<file path="config.mk">
export PLATFORM = sky130hd
export DESIGN_NAME = dotq_out
export DESIGN_NICKNAME = d
export VERILOG_FILES = /design/src/sv/dotq_pkg.sv /design/src/sv/dotq_out.sv
export SDC_FILE = /design/constraint.sdc
export NUM_CORES = 1
export LEC_CHECK = 0
export ABC_AREA = 0
export BUFFER_PORTS_ARGS = -buffer_cell sky130_fd_sc_hd__buf_2
export CORE_MARGIN = 1.5
export CORE_UTILIZATION = 30
export CTS_CLUSTER_SIZE = 20
export DETAILED_ROUTE_END_ITERATION = 7
export PLACE_DENSITY_LB_ADDON = 0.12
export RECOVER_POWER = 50
export SYNTH_ARGS = -nofsm -noshare
export SYNTH_HDL_FRONTEND = slang
export SYNTH_SLANG_ARGS = --single-unit
</file>
<file path="constraint.sdc">
create_clock -name clk -period 11.35 [get_ports clk]
set_input_delay 2.27 -clock clk [delete_from_list [all_inputs] [get_ports clk]]
set_output_delay 2.27 -clock clk [all_outputs]
set_load 0.03 [all_outputs]
</file>
<file path="src/sv/dotq_pkg.sv">
package dotq_pkg;

    localparam int DEPTH_DEF     = 16;
    localparam int TIME_BITS_DEF = 48;
    localparam int ID_BITS_DEF   = 16;

    // Field widths of the ports at the default parameters
    localparam int CMD_W    = 2;
    localparam int IDENT_W  = 16;
    localparam int TIME_W   = 48;
    localparam int STATUS_W = 2;

    typedef enum logic [CMD_W-1:0] {
        CMD_INSERT = 2'd0,
        CMD_CANCEL = 2'd1,
        CMD_EXPIRE = 2'd2,
        CMD_NOP    = 2'd3
    } cmd_t;

    typedef enum logic [STATUS_W-1:0] {
        ST_OK        = 2'd0,
        ST_FULL      = 2'd1,
        ST_DUPLICATE = 2'd2,
        ST_NOT_FOUND = 2'd3
    } status_t;

    // Controller to datapath
    typedef struct packed {
        logic capture;   // latch the incoming item
        logic do_insert; // shift-insert the latched timer
        logic do_remove; // remove the matched entry
        logic pop_head;  // remove entry 0
    } dp_cmd_t;

    // Datapath to controller
    typedef struct packed {
        logic   found;      // latched id is pending
        logic   full;
        logic   head_due;   // entry 0 expires at the latched now
        logic   more_due;   // entry 1 expires too
        cmd_t   op;
    } dp_stat_t;

endpackage

</file>
<file path="src/sv/dotq_out.sv">
module dotq_out #(
    parameter int ID_BITS   = dotq_pkg::ID_BITS_DEF,
    parameter int TIME_BITS = dotq_pkg::TIME_BITS_DEF
) (
    input  logic                            clk,
    input  logic                            rst_n,
    input  logic                            load,
    input  logic [dotq_pkg::STATUS_W-1:0]   load_status,
    input  logic                            load_chg,
    input  logic                            load_expired,
    input  logic [ID_BITS-1:0]              load_ident,
    input  logic                            load_last,
    input  logic                            next_valid_in,
    input  logic [TIME_BITS-1:0]            next_deadline_in,
    output logic                            busy,
    output logic                            out_valid,
    input  logic                            out_stall,
    output logic [dotq_pkg::STATUS_W-1:0]   status,
    output logic                            earliest_changed,
    output logic                            expired_valid,
    output logic [ID_BITS-1:0]              expired_ident,
    output logic                            next_valid,
    output logic [TIME_BITS-1:0]            next_deadline,
    output logic                            last
);
    import dotq_pkg::*;

    logic                 ov_reg;
    logic [STATUS_W-1:0]  st_reg;
    logic                 chg_reg, ev_reg, nv_reg, last_reg;
    logic [ID_BITS-1:0]   eid_reg;
    logic [TIME_BITS-1:0] nd_reg;
    logic                 free;

    assign free = !ov_reg || !out_stall;
    assign busy = !free;

    // Output register; payload holds while stalled
    always_ff @(posedge clk or negedge rst_n)
    begin
        if (!rst_n)
            ov_reg <= 1'b0;
        else if (free)
            ov_reg <= load;
    end

    always_ff @(posedge clk)
    begin
        if (free && load)
        begin
            st_reg   <= load_status;
            chg_reg  <= load_chg;
            ev_reg   <= load_expired;
            eid_reg  <= load_expired ? load_ident : '0;
            last_reg <= load_last;
            nv_reg   <= next_valid_in;
            nd_reg   <= next_valid_in ? next_deadline_in : '0;
        end
    end

    assign out_valid        = ov_reg;
    assign status           = st_reg;
    assign earliest_changed = chg_reg;
    assign expired_valid    = ev_reg;
    assign expired_ident    = eid_reg;
    assign next_valid       = nv_reg;
    assign next_deadline    = nd_reg;
    assign last             = last_reg;

endmodule

</file>
* Word-level counts from Yosys, hierarchy flattened *
Index checks and enable logic that the tools add are counted.

storage, ports and cells
  register bits after elaboration = 71
  latch bits = 0
  memory bits (writable) = 0
  memory bits (read-only) = 0
  input port bits = 74
  word-level logic and storage cells = 13
  memories kept = 0

cells by class
  $add $sub $neg = 0
  $mul = 0
  divide/modulo/power cells = 0
  order comparisons = 0
  eq/ne operators = 0
  shift-type cells = 0
  muxes and demuxes = 0
  bitwise logic cells = 0
  reduce and logical (&&, ||, !) cells = 5

operators with widths
  cell               count
  1-bit zero test    3
  1-bit logical AND  1
  1-bit logical OR   1

* Longest topological paths before layout *
Gate-level depths: netlist (run 1).

  depth after elaboration = 3
  depth in mapped cells = 3
  depth with buffers taken out = 1

* Least setup slack after synthesis (run 1) *
OpenSTA, ideal clock, no wires.

  path type = input -> register
  start = in load
  end = reg chg_reg, in the netlist earliest_changed (enable)
  arrival = 7.370 ns
  path slack = 3.374 ns
  stages on the path = 1
  buffers on the path = 0
  cells stage by stage = a21boi_0

between the ends
  cells in the longest elaborated chain, start to end = 1

RTL lines
  item                  RTL line        RTL
  start, declared       dotq_out.sv:7   input logic load,
  1-bit logical AND     dotq_out.sv:49  if (free && load)
  end signal, assigned  dotq_out.sv:52  chg_reg <= load_chg;
  end, declared         dotq_out.sv:30  logic chg_reg, ev_reg, nv_reg, last_reg;

Every way passes these cells.
A chain may end at the register's enable or synchronous reset.

* Final worst setup path (run 1) *
  start = in out_stall
  end = out busy

between the ends
  cells in the longest elaborated chain, start to end = 3

RTL lines
  item              RTL line        RTL
  start, declared   dotq_out.sv:17  input logic out_stall,
  1-bit zero test   dotq_out.sv:35  assign free = !ov_reg || !out_stall;
  1-bit logical OR  dotq_out.sv:35
  1-bit zero test   dotq_out.sv:36  assign busy = !free;
  end, declared     dotq_out.sv:15  output logic busy,

Every way passes these cells.

==> results of run 1 <==
cell usage after synthesis:
cell / count / area share, %
a21boi_0: 1 / 0.29
a21o_1: 1 / 0.29
and2_1: 44 / 10
and2_2: 21 / 6.0
buf_6: 3 / 1.3
clkbuf_2: 3 / 0.57
dfrtp_1: 1 / 0.95
edfxtp_1: 70 / 80
report_power, final:
group / internal (mW) / switching, mW / total [mW]
registers: 0.306 / 0.00374 / 0.310
clock network: 0.0996 / 0.0933 / 0.193
logic: 0.0231 / 0.0497 / 0.0728
total: 0.429 / 0.147 / 0.576
worst max path at each step:
stage | to | slack [ps]
2_1_floorplan | earliest_changed | 3370
3_3_place_gp | busy | 6390
3_5_place_dp | busy | 6390
4_1_cts | busy | 6380
5_1_grt | busy | 6270
6_report | busy | 6310
worst max-delay path, stage by stage:
cell      delay, ps
clkbuf_1        170
and2_1          150
buf_2           190
per-stage QoR:
step           cell area (sq um)  power [mW]
2_1_floorplan               2624      0.3658
3_3_place_gp                3451      0.3915
3_5_place_dp                3451      0.3921
4_1_cts                     3638      0.5856
5_1_grt                     3591      0.5992
6_report                    3591      0.5757
cell type report:
type | instances | area (sq um)
fillers | 808 | 4750
flip-flops and latches | 71 | 2127
repair buffers | 146 | 685.7
multi-input cells | 67 | 459.2
well taps | 105 | 131.4
clock buffers | 9 | 123.9
clock inverters | 7 | 63.81
cells in the final DEF (no fill, tap or decap), types with 2 or more instances in the layout:
cell / Yosys / final
buf_2: 0 / 107
edfxtp_1: 70 / 70
clkbuf_1: 0 / 38
and2_1: 44 / 22
and2_0: 0 / 22
and2_2: 21 / 21
clkbuf_8: 0 / 9
clkinv_2: 0 / 2
clkinv_1: 0 / 2
logic make-up after synthesis:
| family | after synthesis | synth area share, % |
|---|---|---|
| buffers and inverters | 6 | 1.860 |
| AO/OA/AOI/OAI | 2 | 0.5725 |
| AND/OR/NAND/NOR | 65 | 16.50 |
| flip-flops | 71 | 81.07 |
routing by layer:
| metal | share of wire [%] | vias to the layer above | wire (microns) |
|---|---|---|---|
| met5 | 0 | - | 0 |
| li1 | - | 803 | - |
| met3 | 12 | 8 | 637 |
| met1 | 40 | 759 | 2190 |
| met2 | 46 | 89 | 2527 |
| met4 | 1.5 | 0 | 82 |
==> results.md, run 1 <==
* Status: complete, but fails checks
* Violated checks: capacitance limit, slew limit
* Total GRT Usage at 11.51%
* R2R Setup Slk at 9640 ps
* Met2 global-route usage at 18.12%
* Worst slew margin at -3.115%
* R2R cell count at 2
* Die Y at 96.52 microns
* Vias in the first global route at 1562
* Yosys cell types at 8
* Reg-to-reg endpoint: earliest_changed
* ANT nets after route at 0
* Global route total overflow at 0
* Die area at 9316 sq um
* Iteration-0 DRC Markers at 35
* CTS tree: built
* Syn Std Cell Area at 2624 sq um
* Core ar. at 8341 sq um
* Row cnt at 33
* Worst Slack Setup Final at 6308 ps
* Worst Hold Class: reg2reg
* Setup crit end kind: output port
* Worst Clk Skew at 2.879 ps
* Num Clock Sinks at 71
* # IOs at 146
* Worst Hold Launch: out_valid
* Placed insts at 389
* PostCTS Resize Cnt at 0
* Max Fanout on Critical Path at 3
* RSZ-0062 raised after global routing: no
* Final Net Count at 369
* Syn_area_per_cell at 18.22 sq um
* Worst Setup Path Type: in2out
* F_max at 0.1983 GHz
* PD cells at 160.3 nW/um^2
* Initial antenna violation count at 0
* Leakage at 1.453 nW
* Clock Path Buffers at 2
* WHS at 585.0 ps
* Wire per inst at 13.42 microns
* Global-route wire length before repair at 7.652 mm
* Global routing usage on met1 at 12.89%
* Die Wd at 96.52 microns
* Root buf cell: clkbuf_8
* CP arrival at 2770 ps
* Post-synthesis to final-layout area growth at 36.86%
* Vias per cell at 4.096
* Post-CTS setup buffers at 0
* Final period util at 44.43%
* Sequential share of the synthesized area at 81.07%
* Non-Filler Instances at 405
* Synth Net Count at 218
* Worst path required time at 9080 ps
* Util after Layout at 43.05%
* Max cap viols at 1
* Largest net degree at the start of global routing at 71
* Worst Setup Start Kind: input port
* Yosys warnings at 0
* Gp weighted congestion at 0.6401
* H-tree depth at 3
* Worst Hold End: out_valid
* M3 GR Usage at 5.947%
* Starting Density at 31.46%
* CP startpoint: out_stall
* Max reg flops at 48
* Ant diodes at 0
* Clk_lat worst skew at 340 ps
* Fin crit period at 5042 ps
* Hold-fix buffers, CTS at 0
* Most Crowded Layer GR: met2
* DP Wirelength at 3.732 mm
* Setup TNS at 0 ps
* Worst Tran Pin Value at 1547 ps
* Final Max Slew Viols at 50
* Dpl ws at 6385 ps
* Cells after Synth at 144
* Routed wire length at 5.437 mm
* Worst hold stages at 1
* Final hold vios at 0
* Final setup fails at 0
* Share of cells above drive strength 1 at 48.00%
* First-pass DRT Iterations at 4
* # DRC at 0
* DR vias at 1659
* Clock-pin slew of the registers on the worst-case setup and hold paths at 70 ps
* Port bufs at 145
* RR Startpoint: out_valid
* Max VDD drop at 0.00006032 V
* CTS buffer count at 9
* Synth Register Bits at 71
(Power assumes the default switching activity.)
==> run 2, diff against run 1 <==
- clock period: 11.35 -> 4.2 ns (I/O delays scaled with it)
==> run 2 against run 1 <==
Clock power rose to 3.0 times the previous value. Total power rose to 2.8 times the previous value. The run still ends with capacitance limit, slew limit left. Clock skew is 2.6 ps higher. Combinational power rose to 2.7 times the previous value. Register-to-register slack got worse by 7100 ps. Sequential share of layout area is 0.39 points lower. Highest routed layer unchanged. Hold slack got worse by 310 ps. Cell count did not move. Global-route usage grew 0.10 points. Final area rose by 0.66%.
==> results.md, run 2 (synthesis gave the netlist of run 1 again) <==
* Row cnt at 33
* Worst path top cell family by delay: buffers and inverters
* Final period util at 51.94%
* Total GRT Usage at 11.61%
* Starting Density at 31.46%
* Final hold vios at 0
* DR vias at 1650
* Final setup fails at 0
* Util after Layout at 43.34%
* Worst path slowest cell: buf_2
* Worst Setup Start Kind: input port
* Placed cell area at 3451 sq um
* Fin crit period at 2182 ps
* Vias per cell at 4.074
* PD cells at 445.3 nW/um^2
* Setup TNS at 0 ps
* Final instance area at 3615 sq um
* R2R Setup Slk at 2510 ps
* # DRC at 0
* Gp weighted congestion at 0.6687
* Max Fanout on Critical Path at 3
* Leakage at 1.453 nW
* Most common cell after layout, fill and taps aside: buf_2
* Root buf cell: clkbuf_8
* Max reg flops at 48
* Routed wire length at 5.412 mm
* Largest net degree at the start of global routing at 71
* Hold-fix buffers, CTS at 0
* ANT nets after route at 0
* CTS tree: built
* Max incr delay on CP at 190 ps
* PostCTS Resize Cnt at 0
* Vias in the first global route at 1610
* RSZ-0062 raised after global routing: no
* Commonest cells after routing, fill and taps aside: buf_2 (107), edfxtp_1 (70), clkbuf_1 (38)
* Worst Hold Class: in2async
* F_max at 0.4584 GHz
* Worst path required time at 3360 ps
* Global route total overflow at 0
* First-pass DRT Iterations at 2
* Wire per inst at 13.36 microns
* Num Clock Sinks at 71
* Placed insts at 389
* # IOs at 146
* DP Wirelength at 3.726 mm
* Worst Setup Path Type: in2out
* Core ar. at 8341 sq um
* H-tree depth at 3
* Status: complete, but fails checks
* Die area at 9316 sq um
* CTS buffer count at 9
* Setup crit end kind: output port
* Post-synthesis to final-layout area growth at 37.77%
* Non-Filler Instances at 405
* Share of cells above drive strength 1 at 48.00%
* Die Y at 96.52 microns
* Global-route wire length before repair at 7.769 mm
* Final Net Count at 369
* Post-CTS setup buffers at 0
* Initial antenna violation count at 0
* Violated checks: capacitance limit, slew limit
* Port bufs at 145
* Worst Tran Pin Value at 1585 ps
* Filler cells at 813
* Max VDD drop at 0.0002379 V
* Worst Clk Skew at 5.475 ps
* Final Max Slew Viols at 50
* CP arrival at 1340 ps
* Clock-pin slew of the registers on the worst-case setup and hold paths at 70 ps
* Max cap viols at 1
* Clock Path Buffers at 2
* Worst slew margin at -5.669%
* Iteration-0 DRC Markers at 36
* Total power at 1.610 mW
* Critical path, cell by cell: clkbuf_1, and2_1, buf_2
* Ant diodes at 0
* WP buf/inv at 2
* Clk_lat worst skew at 330 ps
* Die Wd at 96.52 microns
==> run 2: changes by cell type in the layout (fill, tap and decap cells not counted) <==
cell	delta
clkinv_4	-1
and2_0	+9
clkinvlp_4	+1
and2_1	-9
bufinv_16	+1
clkinv_2	-1
==> run 2: final cells by class <==
type	instances	area, sq um	share of cell area, %
Timing Repair Buffer	146	685.7	18.97
Sequential cell	71	2127	58.84
Tap cell	105	131.4	3.634
Multi-Input combinational cell	67	459.2	12.70
Clock buffer	9	123.9	3.427
Clock inverter	7	87.58	2.423
==> run 2: routing by layer <==
metal	GRT usage (%)	share of wire, %	vias to the layer above
met5	0	0	-
li1	-	-	804
met1	12.49	39	750
met4	5.435	1.0	0
met2	19.35	48	90
met3	5.399	12	6
==> run 2: per-stage QoR <==
step / hold WS, ps / worst slack [ps]
2_1_floorplan: 544.4 / 898.6
3_3_place_gp: 574.0 / 2008
3_5_place_dp: 581.3 / 1979
4_1_cts: 250.4 / 2094
5_1_grt: 248.1 / 1830
6_report: 274.5 / 2018
==> run 2: power by group <==
group | switching (mW) | total (mW) | internal [mW]
Sequential | 0.0103 | 0.838 | 0.828
Combinational | 0.134 | 0.196 | 0.0622
Clock | 0.246 | 0.575 | 0.329
Total | 0.390 | 1.61 | 1.22
==> run 2: final timing paths <==
kind | endpoint | start | cells after the start
setup / recovery | busy | out_stall | 3
hold / removal | out_valid | rst_n | 1
setup reg to reg | next_deadline[8] | out_valid | 2
hold reg to reg | out_valid | out_valid | 1
max in group asynchronous | out_valid | rst_n | 1
min in group clk | out_valid | out_valid | 1
