===== src/sv/dotq_pkg.sv =====
package dotq_pkg;

    localparam int DEPTH_DEF     = 16;
    localparam int TIME_BITS_DEF = 48;
    localparam int ID_BITS_DEF   = 16;

    // Field widths of the ports at the default parameters
    localparam int CMD_W    = 2;
    localparam int IDENT_W  = 16;
    localparam int TIME_W   = 48;
    localparam int STATUS_W = 2;

    typedef enum logic [CMD_W-1:0] {
        CMD_INSERT = 2'd0,
        CMD_CANCEL = 2'd1,
        CMD_EXPIRE = 2'd2,
        CMD_NOP    = 2'd3
    } cmd_t;

    typedef enum logic [STATUS_W-1:0] {
        ST_OK        = 2'd0,
        ST_FULL      = 2'd1,
        ST_DUPLICATE = 2'd2,
        ST_NOT_FOUND = 2'd3
    } status_t;

    // Controller to datapath
    typedef struct packed {
        logic capture;   // latch the incoming item
        logic do_insert; // shift-insert the latched timer
        logic do_remove; // remove the matched entry
        logic pop_head;  // remove entry 0
    } dp_cmd_t;

    // Datapath to controller
    typedef struct packed {
        logic   found;      // latched id is pending
        logic   full;
        logic   head_due;   // entry 0 expires at the latched now
        logic   more_due;   // entry 1 expires too
        cmd_t   op;
    } dp_stat_t;

endpackage


===== src/sv/dotq_ctrl.sv =====
module dotq_ctrl (
    input  logic                clk,
    input  logic                rst_n,
    input  logic                in_valid,
    output logic                in_stall,
    input  logic                out_busy,   // output register full and stalled
    output logic                out_load,
    output logic [dotq_pkg::STATUS_W-1:0] out_status,
    output logic                out_expired,
    output logic                out_last,
    output logic                out_chg,
    output dotq_pkg::dp_cmd_t   dp_cmd,
    input  dotq_pkg::dp_stat_t  dp_stat
);
    import dotq_pkg::*;

    typedef enum logic [1:0] {
        S_IDLE = 2'b01,
        S_EXEC = 2'b10
    } state_t;

    state_t state_reg, state_next;

    // Sequencer: capture, then one result per cycle while the output is not busy
    always_comb
    begin
        state_next  = state_reg;
        dp_cmd      = '0;
        out_load    = 1'b0;
        out_status  = ST_OK;
        out_expired = 1'b0;
        out_last    = 1'b1;
        out_chg     = 1'b0;
        in_stall    = (state_reg != S_IDLE);
        unique case (state_reg)
            S_IDLE:
            begin
                if (in_valid)
                begin
                    dp_cmd.capture = 1'b1;
                    state_next = S_EXEC;
                end
            end
            S_EXEC:
            begin
                if (!out_busy)
                begin
                    state_next = S_IDLE;
                    out_load   = 1'b1;
                    unique case (dp_stat.op)
                        CMD_INSERT:
                        begin
                            if (dp_stat.found)
                                out_status = ST_DUPLICATE;
                            else if (dp_stat.full)
                                out_status = ST_FULL;
                            else
                            begin
                                dp_cmd.do_insert = 1'b1;
                                out_chg = 1'b1;
                            end
                        end
                        CMD_CANCEL:
                        begin
                            if (dp_stat.found)
                                dp_cmd.do_remove = 1'b1;
                            else
                                out_status = ST_NOT_FOUND;
                        end
                        CMD_EXPIRE:
                        begin
                            // one due timer per cycle; stay while more are due
                            if (dp_stat.head_due)
                            begin
                                dp_cmd.pop_head = 1'b1;
                                out_expired = 1'b1;
                                out_last    = !dp_stat.more_due;
                                if (dp_stat.more_due)
                                    state_next = S_EXEC;
                            end
                        end
                        CMD_NOP:
                        begin
                        end
                    endcase
                end
            end
            default:
            begin
                state_next = S_IDLE;
            end
        endcase
    end

    always_ff @(posedge clk or negedge rst_n)
    begin
        if (!rst_n)
            state_reg <= S_IDLE;
        else
            state_reg <= state_next;
    end

endmodule


===== config.mk =====
export PLATFORM = sky130hd
export DESIGN_NAME = dotq_ctrl
export DESIGN_NICKNAME = d
export VERILOG_FILES = /design/src/sv/dotq_pkg.sv /design/src/sv/dotq_ctrl.sv
export SDC_FILE = /design/constraint.sdc
export NUM_CORES = 1
export LEC_CHECK = 0
export BUFFER_PORTS_ARGS = -buffer_cell sky130_fd_sc_hd__buf_2
export CAP_MARGIN = 10
export CORE_AREA = 3 3 40 42
export DETAILED_ROUTE_END_ITERATION = 12
export DIE_AREA = 0 0 43 45
export MAX_ROUTING_LAYER = met4
export SYNTH_ARGS = -nofsm -noshare
export SYNTH_HDL_FRONTEND = slang
export SYNTH_SLANG_ARGS = --single-unit

===== constraint.sdc =====
create_clock -name clk -period 2.9 [get_ports clk]
set_input_delay 0.29 -clock clk [delete_from_list [all_inputs] [get_ports clk]]
set_output_delay 0.29 -clock clk [all_outputs]
set_load 0.005 [all_outputs]

# Word-level counts from Yosys, hierarchy flattened
# Index checks and enable logic that the tools add are counted.
# W data, S select, Z words.
[word_totals]
latchBits = 0
ff_bits = 2
mem_bits_ro = 0
n_memories = 0
output_inout_bits = 11
ram_bits = 0
[classes]
n_mul = 0
reduce_logical = 3
n_lt_le_gt_ge = 0
bitwise = 0
eq_ne = 7
muxes = 33
div = 0
n_shift = 0
addsub = 0
[op_table]
columns = ["operator", "n"]
rows = [
  ["$mux W1", 20],
  ["$mux W2", 9],
  ["$pmux W2 S2", 2],
  ["$mux W3", 2],
  ["$eq A2 B1 Y1 const B", 2],
  ["$eq A2 B2 Y1 const B", 2],
  ["$ne A2 B2 Y1 const B", 2],
  ["$logic_not A2 Y1", 1],
  ["$ne A2 B1 Y1 const B", 1],
  ["$reduce_and A2 Y1", 1],
  ["$logic_not A1 Y1", 1],
]

# Depth between registers and ports, before layout
# Gate-level depths: netlist (run 1).
[logic_depth]
word_depth = 5
depth_mapped = 6

# Worst setup path before layout (run 1)
# OpenSTA, ideal clock, no wires.
[synth_path]
path_kind = "register to output"
startpoint = "reg state_reg[0]"
endpoint = "out dp_cmd[2] (netlist bit)"
path_buffers = 1
t_arrival_ns = 1.279
slack_ns = 1.331
required_time_ns = 2.610
path_stages_with_launch = 6
path_cell_list = "dfstp_2 > inv_1 > ha_1 > nand2b_2 > nor4b_1 > buf_4"
[synth_rtl]
columns = ["element", "line", "source"]
rows = [
  ["start, declared", "dotq_ctrl.sv:22", "state_t state_reg, state_next;"],
  ["start signal, assigned", "dotq_ctrl.sv:100", "state_reg <= state_next;"],
  ["end, declared", "dotq_ctrl.sv:12", "output dotq_pkg::dp_cmd_t dp_cmd,"],
]

# Final worst setup path (run 1)
[layout_path]
startpoint = "reg state_reg[0]"
endpoint = "out out_expired"
[layout_via]
elab_chain_cells = 2
[layout_lines]
columns = ["element", "line", "source"]
rows = [
  ["$eq A2 B2 Y1", "dotq_ctrl.sv:35", "unique case (state_reg)"],
  ["$mux W1", "dotq_ctrl.sv:35", ""],
  ["end, declared", "dotq_ctrl.sv:9", "output logic out_expired,"],
]
# No other way between the ends.

==> qor.tcl, run 1 <==
set qor(die_height_um) 45
set qor(critPathCaptureType) {primary output}
set qor(power.clock.fraction) 0.279
set qor(dr.pass1.iters) 3
set qor(worst_slack_ns) 1.078
set qor(num_vias) 296
set qor(die-area_mm2) 0.001935
set qor(total_inserted_antenna_cells) 0
set qor(synth_simple_gate_area_share) 0.3687
set qor(cts_repair_resize_count) 0
set qor(synth_area_per_cell_um2) 7.742
set qor(critPathArrivalTime_ns) 1.53
set qor(top_level_ports) 21
set qor(syn2layout_area_growth_pct) 56.57
set qor(multi_input_comb_area_um2) 166.4
set qor(layout-drive-gt1-share) 0.4909
set qor(floorplan.initialDensity) 0.1928
set qor(gpl.final_weighted_congestion) 0.7025
set qor(ys_warn_count) 0
set qor(cts-buffers-inserted) 3
set qor(residual_drc) 0
set qor(grt_util_met3) 0.02789
set qor(clock_tree.htree_level_count) 1
set qor(register_area_um2) 51.30
set qor(ir_worst_vdd_uv) 265.0
set qor(worstSetupPathType) {reg -> out}
set qor(antenna_violating_nets_post_route) 0
set qor(worstSkewPairLatency_ns) 0.23
set qor(routed_wire_length_per_instance_um) 9.100
set qor(port_buffers) 20
set qor(worst_hold_path_type) {in -> async}
set qor(synthesis.area_um2) 247.7
set qor(setup_viol) 0
set qor(holdBufCountCts) 1
set qor(r2r_cells) 6
set qor(combinationalPowerShare) 0.485
set qor(max_slew.worst_pin.slew_ns) 0.2956
set qor(fin_worst_skew_ns) 0.008032
set qor(netlist_instances) 32
set qor(violation_count_after_the_first_detailed_route_iteration) 1
set qor(ctsRootBufferMaster) {clkbuf_4}
set qor(p_per_area_mw_per_mm2) 640.0
set qor(p_sw_uw) 91.81
set qor(gr-usage-met2) 0.1138
set qor(layout_min_cycle_time_ns) 1.822
set qor(dp_slack_ns) 1.306
set qor(clkSinkCount) 2
set qor(floorplan.core_area_mm2) 0.001285
set qor(global_route.overflow_total) 0
set qor(final_cell_mix) {buf_2, inv_1, nand2_1, clkbuf_4}
set qor(fin_tns_setup_ns) 0
set qor(power.internal_uw) 156.4
set qor(grt_pass1_wl_um) 1104
set qor(power_frac_seq) 0.236
set qor(compound_gate_fraction_of_synth_area) 0.1667
set qor(largest_register_ffs) 2
set qor(fraction_of_the_mapped_netlist_area_in_adder_cells) 0.1010
set qor(grt_pass1_vias) 277
set qor(timing.max_cap.violations) 0
set qor(most_common_cell_after_layout_fill_and_taps_aside) {buf_2}
set qor(slew-limit-headroom) 0.8002
set qor(die_x_um) 43
set qor(outcome) {completed}
set qor(viasPerCell) 4.229
set qor(routed_wirelength_um) 637
set qor(clk_transition_reported_paths_ns) 0.04
set qor(report.final.hold_viol_count) 0
set qor(leakage_nw) 0.2080
set qor(rsz_0062_raised_after_global_routing) {no}
set qor(top_usage_layer) {met2}
set qor(layout_worst_path_cycle_share) 0.6282
set qor(fillers) 139
set qor(netSwitchingFraction) 0.3699
set qor(final_nets) 68
set qor(slew_violations) 0
set qor(grt_util_met1) 0.09179
set qor(tritoncts) {done}
set qor(synth.lib_cells_used.distinct) 22
set qor(worst_ep_required_time_ns) 2.61
set qor(setup_bufs_post_cts) 0
set qor(synth_top_family_by_area) {simple AND/OR/NAND/NOR gates}
set qor(post_synth_mux_area_share) 0
set qor(grt_max_degree) 7
set qor(fmax_mhz) 548.9
set qor(setup.worst_path.start_class) {flop}
set qor(placementRows) 13
set qor(path_max_fanout) 5
set qor(grt.total_usage) 0.08155
set qor(dp_hpwl_um) 506.4
set qor(synth_xor_xnor_area_share) 0.03535
set qor(syn-num-nets) 44
set qor(number_of_antenna_violations_at_the_first_check_in_global_routing) 0
set qor(synth.ff_latch_count) 2
set qor(ctsLongestPathBuffers) 2
set qor(synth.yosys.seq_area_share) 0.2071
-- kinds of logic after synthesis --
kind of cell	after synthesis
compound gates	7
buf+inv	6
simple gates	14
flops	2
fa+ha+maj	2
xor+xnor	1
-- worst paths after layout --
check                                              start                       end  slack [ns]
min in group clk                                out_busy  state_reg[0]$_DFFE_PN1P_        0.38
worst min register to register  state_reg[0]$_DFFE_PN1P_  state_reg[0]$_DFFE_PN1P_        0.51
worst min-delay path                               rst_n  state_reg[1]$_DFFE_PN0P_        0.37
max in group asynchronous                          rst_n  state_reg[0]$_DFFE_PN1P_        2.33
worst max-delay path            state_reg[0]$_DFFE_PN1P_               out_expired        1.08
worst max register to register  state_reg[0]$_DFFE_PN1P_  state_reg[1]$_DFFE_PN0P_        1.46
-- worst max-delay path, stage by stage (launching register included) --
cell	delay [ns]
dfstp_2	0.53
inv_1	0.04
ha_1	0.24
nand2b_2	0.14
inv_2	0.06
and4b_1	0.17
buf_2	0.12
-- metrics by stage --
stage | std cells | hold slack (ns) | total power [mW] | utilization | instance area, um^2
after floorplan | 32 | -0.005591 | 0.1359 | - | 247.7
after global placement | 65 | 0.07438 | 0.1772 | 0.2736 | 351.6
after detailed placement | 65 | 0.07600 | 0.1787 | 0.2736 | 351.6
after CTS | 70 | 0.3635 | 0.2538 | 0.3019 | 387.9
after global routing | 70 | 0.3828 | 0.2776 | 0.3019 | 387.9
final | 70 | 0.3738 | 0.2482 | 0.3019 | 387.9
-- cells in the mapped netlist (all sizes together) --
cell	instances	area, um^2
inv	4	15.01
a21oi	1	5.000
dfrtp	1	25.02
nor4	1	6.260
nor4b	1	8.760
and2	2	12.51
nand2	3	11.26
o21ai	4	20.02
nor2	1	3.750
nand2b	1	8.760
buf	2	15.01
a32oi	1	8.760
o21a	1	7.510
dfstp	1	26.28
nor3	2	10.01
ha	2	25.02
xnor2	1	8.760
and4b	2	23.77
nor2b	1	6.260
-- routing by layer --
layer | routed length [um] | part of all wire | up-vias
met1 | 274 | 0.43 | 124
li1 | - | - | 158
met4 | 0 | 0 | 0
met2 | 292 | 0.46 | 14
met3 | 70 | 0.11 | 0
met5 | 0 | 0 | -
-- cell type report --
class                      count  share of cell area
timing repair buffer          21              0.2839
multi-input combinational     24              0.4290
tap                           15             0.04839
inverter                       4             0.03871
clock buffer                   4             0.06774
sequential                     2              0.1323
-- power groups by stage --
stage | Combinational (mW) | Sequential, mW | Clock [mW]
6_report | 0.120 | 0.0586 | 0.0692
5_1_grt | 0.143 | 0.0606 | 0.0739
4_1_cts | 0.123 | 0.0578 | 0.0736
3_5_place_dp | 0.121 | 0.0580 | 0
3_3_place_gp | 0.119 | 0.0578 | 0
2_1_floorplan | 0.0803 | 0.0556 | 0
Power figures use the tool's default switching activity.
==> run 2, diff against run 1 <==
--- a/config.mk
+++ b/config.mk
@@ -5,6 +5,7 @@
 export SDC_FILE = /design/constraint.sdc
 export NUM_CORES = 1
 export LEC_CHECK = 0
+export ABC_AREA = 1
 export BUFFER_PORTS_ARGS = -buffer_cell sky130_fd_sc_hd__buf_2
 export CAP_MARGIN = 10
 export CORE_AREA = 3 3 40 42
==> constraint.sdc (replaced) <==
create_clock -name clk -period 1.6 [get_ports clk]
set_input_delay 0.16 -clock clk [delete_from_list [all_inputs] [get_ports clk]]
set_output_delay 0.16 -clock clk [all_outputs]
set_load 0.005 [all_outputs]
==> run 2 against run 1 <==
Against the previous run: register-to-register slack lost 1.0 ns; hold slack got worse by 0.12 ns; clock-buffer cell count did not move; synthesized cell count up 38%; synthesized area increased by 10%; critical path type unchanged; critical endpoint is now dp_cmd[2]; largest cell class unchanged.
==> qor.tcl, run 2 <==
set qor(layout_worst_path_cycle_share) 0.9417
set qor(synthMostInstantiatedCell) {nand2_1}
set qor(fmax_mhz) 663.7
set qor(combinationalPowerShare) 0.529
set qor(syn2layout_area_growth_pct) 55.96
set qor(hold_slack_ns) 0.2512
set qor(r2r_setup_slack_ns) 0.42
set qor(cts-buffers-inserted) 3
set qor(routed_wirelength_um) 620
set qor(worst_ep_required_time_ns) 1.44
set qor(postLayoutCellArea_um2) 425.4
set qor(antenna_violating_nets_post_route) 0
set qor(global_route.overflow_total) 0
set qor(slew-limit-headroom) 0.8998
set qor(residual_drc) 0
set qor(ctsLongestPathBuffers) 2
set qor(power_frac_seq) 0.217
set qor(netlist_top_cells_area) {nand2_1, dfstp_2, inv_1}
set qor(routed_wire_length_per_instance_um) 7.561
set qor(grt_pass1_vias) 259
set qor(number_of_antenna_violations_at_the_first_check_in_global_routing) 0
set qor(grt_max_degree) 6
set qor(p_sw_uw) 192.2
set qor(clkSinkCount) 2
set qor(total_inserted_antenna_cells) 0
set qor(viasPerCell) 3.841
set qor(dominantRegCellSynth) {dfstp_2}
set qor(ir_worst_vdd_uv) 600.5
set qor(synth.ff_latch_count) 2
set qor(grt_pass1_wl_um) 979
set qor(netSwitchingFraction) 0.3951
set qor(layout_min_cycle_time_ns) 1.507
set qor(most_common_cell_after_layout_fill_and_taps_aside) {buf_2}
set qor(synth.lib_cells_used.distinct) 17
set qor(critical_path.startpoint) {state_reg[0]$_DFFE_PN1P_}
set qor(clock_tree.htree_level_count) 1
set qor(leakage_nw) 0.2448
set qor(dpl_cell_area_um2) 376.6
set qor(top_level_ports) 21
set qor(largest_register_ffs) 2
set qor(worstReg2RegStart) {state_reg[0]$_DFFE_PN1P_}
set qor(worstSkewPairLatency_ns) 0.22
set qor(ctsRootBufferMaster) {clkbuf_4}
set qor(placementRows) 13
set qor(final_cell_mix) {buf_2, nand2_1, nor2_1}
set qor(max_slew.worst_pin.slew_ns) 0.1495
set qor(r2r-end) {state_reg[1]$_DFFE_PN0P_}
set qor(port_buffers) 20
set qor(worstSetupPathType) {reg -> out}
set qor(setup_bufs_post_cts) 0
set qor(dr.pass1.iters) 4
set qor(clk_transition_reported_paths_ns) 0.03
set qor(power.clock.fraction) 0.253
set qor(critPathArrivalTime_ns) 1.35
set qor(fin_worst_skew_ns) 0.003263
set qor(ys_async_sr_fraction) 1.000
set qor(netlist_instances) 44
set qor(report.final.hold_viol_count) 0
set qor(ys_warn_count) 0
set qor(synthesis.area_um2) 272.8
set qor(die_x_um) 43
set qor(setup_viol) 0
set qor(fin_cells) 82
set qor(final_nets) 80
set qor(floorplan.initialDensity) 0.2123
set qor(violation_count_after_the_first_detailed_route_iteration) 6
set qor(syn-num-nets) 56
set qor(tritoncts) {done}
set qor(power.internal_uw) 294.3
set qor(worst_hold_path_type) {in -> async}
set qor(timing.max_cap.violations) 0
set qor(yosys.area.top_type) {nand2_1}
set qor(num_vias) 315
set qor(final_core_util) 0.3311
set qor(synth.top_cells.by_count) {nand2_1, inv_1, nor2_1}
set qor(r2r_cells) 6
set qor(outcome) {completed}
set qor(layout-drive-gt1-share) 0.4776
set qor(synth.yosys.seq_area_share) 0.1881
set qor(synth_enable_flop_cells) 0
set qor(grt.total_usage) 0.07296
set qor(synth_area_per_cell_um2) 6.199
set qor(die-area_mm2) 0.001935
set qor(fillers) 151
set qor(synth_top_area_share) 0.1927
set qor(p_per_area_mw_per_mm2) 1144
set qor(setup.worst_path.start_class) {flop}
set qor(critPathCaptureType) {primary output}
set qor(totalPowerFinal_uw) 486.6
set qor(gpl.final_weighted_congestion) 0.6155
set qor(slew_violations) 0
set qor(path_max_fanout) 4
set qor(floorplan.core_area_mm2) 0.001285
set qor(placedCellCount) 77
set qor(die_height_um) 45
-- run 2: changes by cell type after synthesis, sizes merged, moves of 2 or more --
cell / before / now
inv: 4 / 8
and4b: 2 / 0
and2: 2 / 0
nand2: 3 / 15
o21ai: 4 / 0
nor2: 1 / 9
-- run 2: stage by stage --
step	TNS (ns)	setup slack [ns]
2_1_floorplan	0	0.2678
6_report	0	0.09332
5_1_grt	-0.002789	-0.002789
3_5_place_dp	0	0.2396
4_1_cts	0	0.03152
3_3_place_gp	0	0.2574
-- run 2: worst max-delay path by stage --
stage	to	slack, ns	cells after the start
floorplan	dp_cmd[2]	0.27	7
global placement	out_chg	0.26	7
detailed placement	dp_cmd[2]	0.24	7
CTS	dp_cmd[2]	0.03	7
global route	dp_cmd[2]	-0.003	6
finish	dp_cmd[2]	0.09	7
-- run 2: critical path, stage by stage (launching register included) --
cell      delay (ns)
dfstp_2         0.53
inv_2           0.05
ha_4            0.16
inv_2           0.06
nor2_4          0.04
nand3b_1        0.11
nor3_2          0.05
buf_2           0.12
-- run 2: logic make-up after synthesis --
group | synth area share
AO/OA/AOI/OAI | 0.02753
adder cells (fa/ha/maj) | 0.09173
buffers and inverters | 0.1651
flip-flops | 0.1881
AND/OR/NAND/NOR | 0.5276
-- run 2: final cells by class --
type	instances	area, um^2	share of cell area
inverter	8	30.03	0.07059
sequential	2	51.30	0.1206
tap	15	18.77	0.04412
multi-input combinational	32	188.9	0.4441
clock buffer	4	26.28	0.06176
timing repair buffer	21	110.1	0.2588
-- run 2: what timing repair did --
action,in CTS,in global routing
resized for setup,1,2
hold endpoints to repair,2,0
hold buffers,1,0
setup endpoints to repair,2,5
-- run 2: routing by layer --
| layer | vias up | GRT usage | routed length [um] |
|---|---|---|---|
| li1 | 173 | - | - |
| met1 | 126 | 0.07729 | 258 |
| met2 | 16 | 0.09880 | 274 |
| met3 | 0 | 0.04382 | 87 |
| met4 | 0 | 0.05422 | 0 |
| met5 | - | - | 0 |
-- run 2: power by group through the flow --
stage / combinational (mW) / sequential, mW / clock, mW
after floorplan: 0.168 / 0.0978 / 0
after global placement: 0.239 / 0.100 / 0
after detailed placement: 0.238 / 0.102 / 0
after CTS: 0.243 / 0.101 / 0.131
after global routing: 0.302 / 0.112 / 0.137
final: 0.258 / 0.106 / 0.123
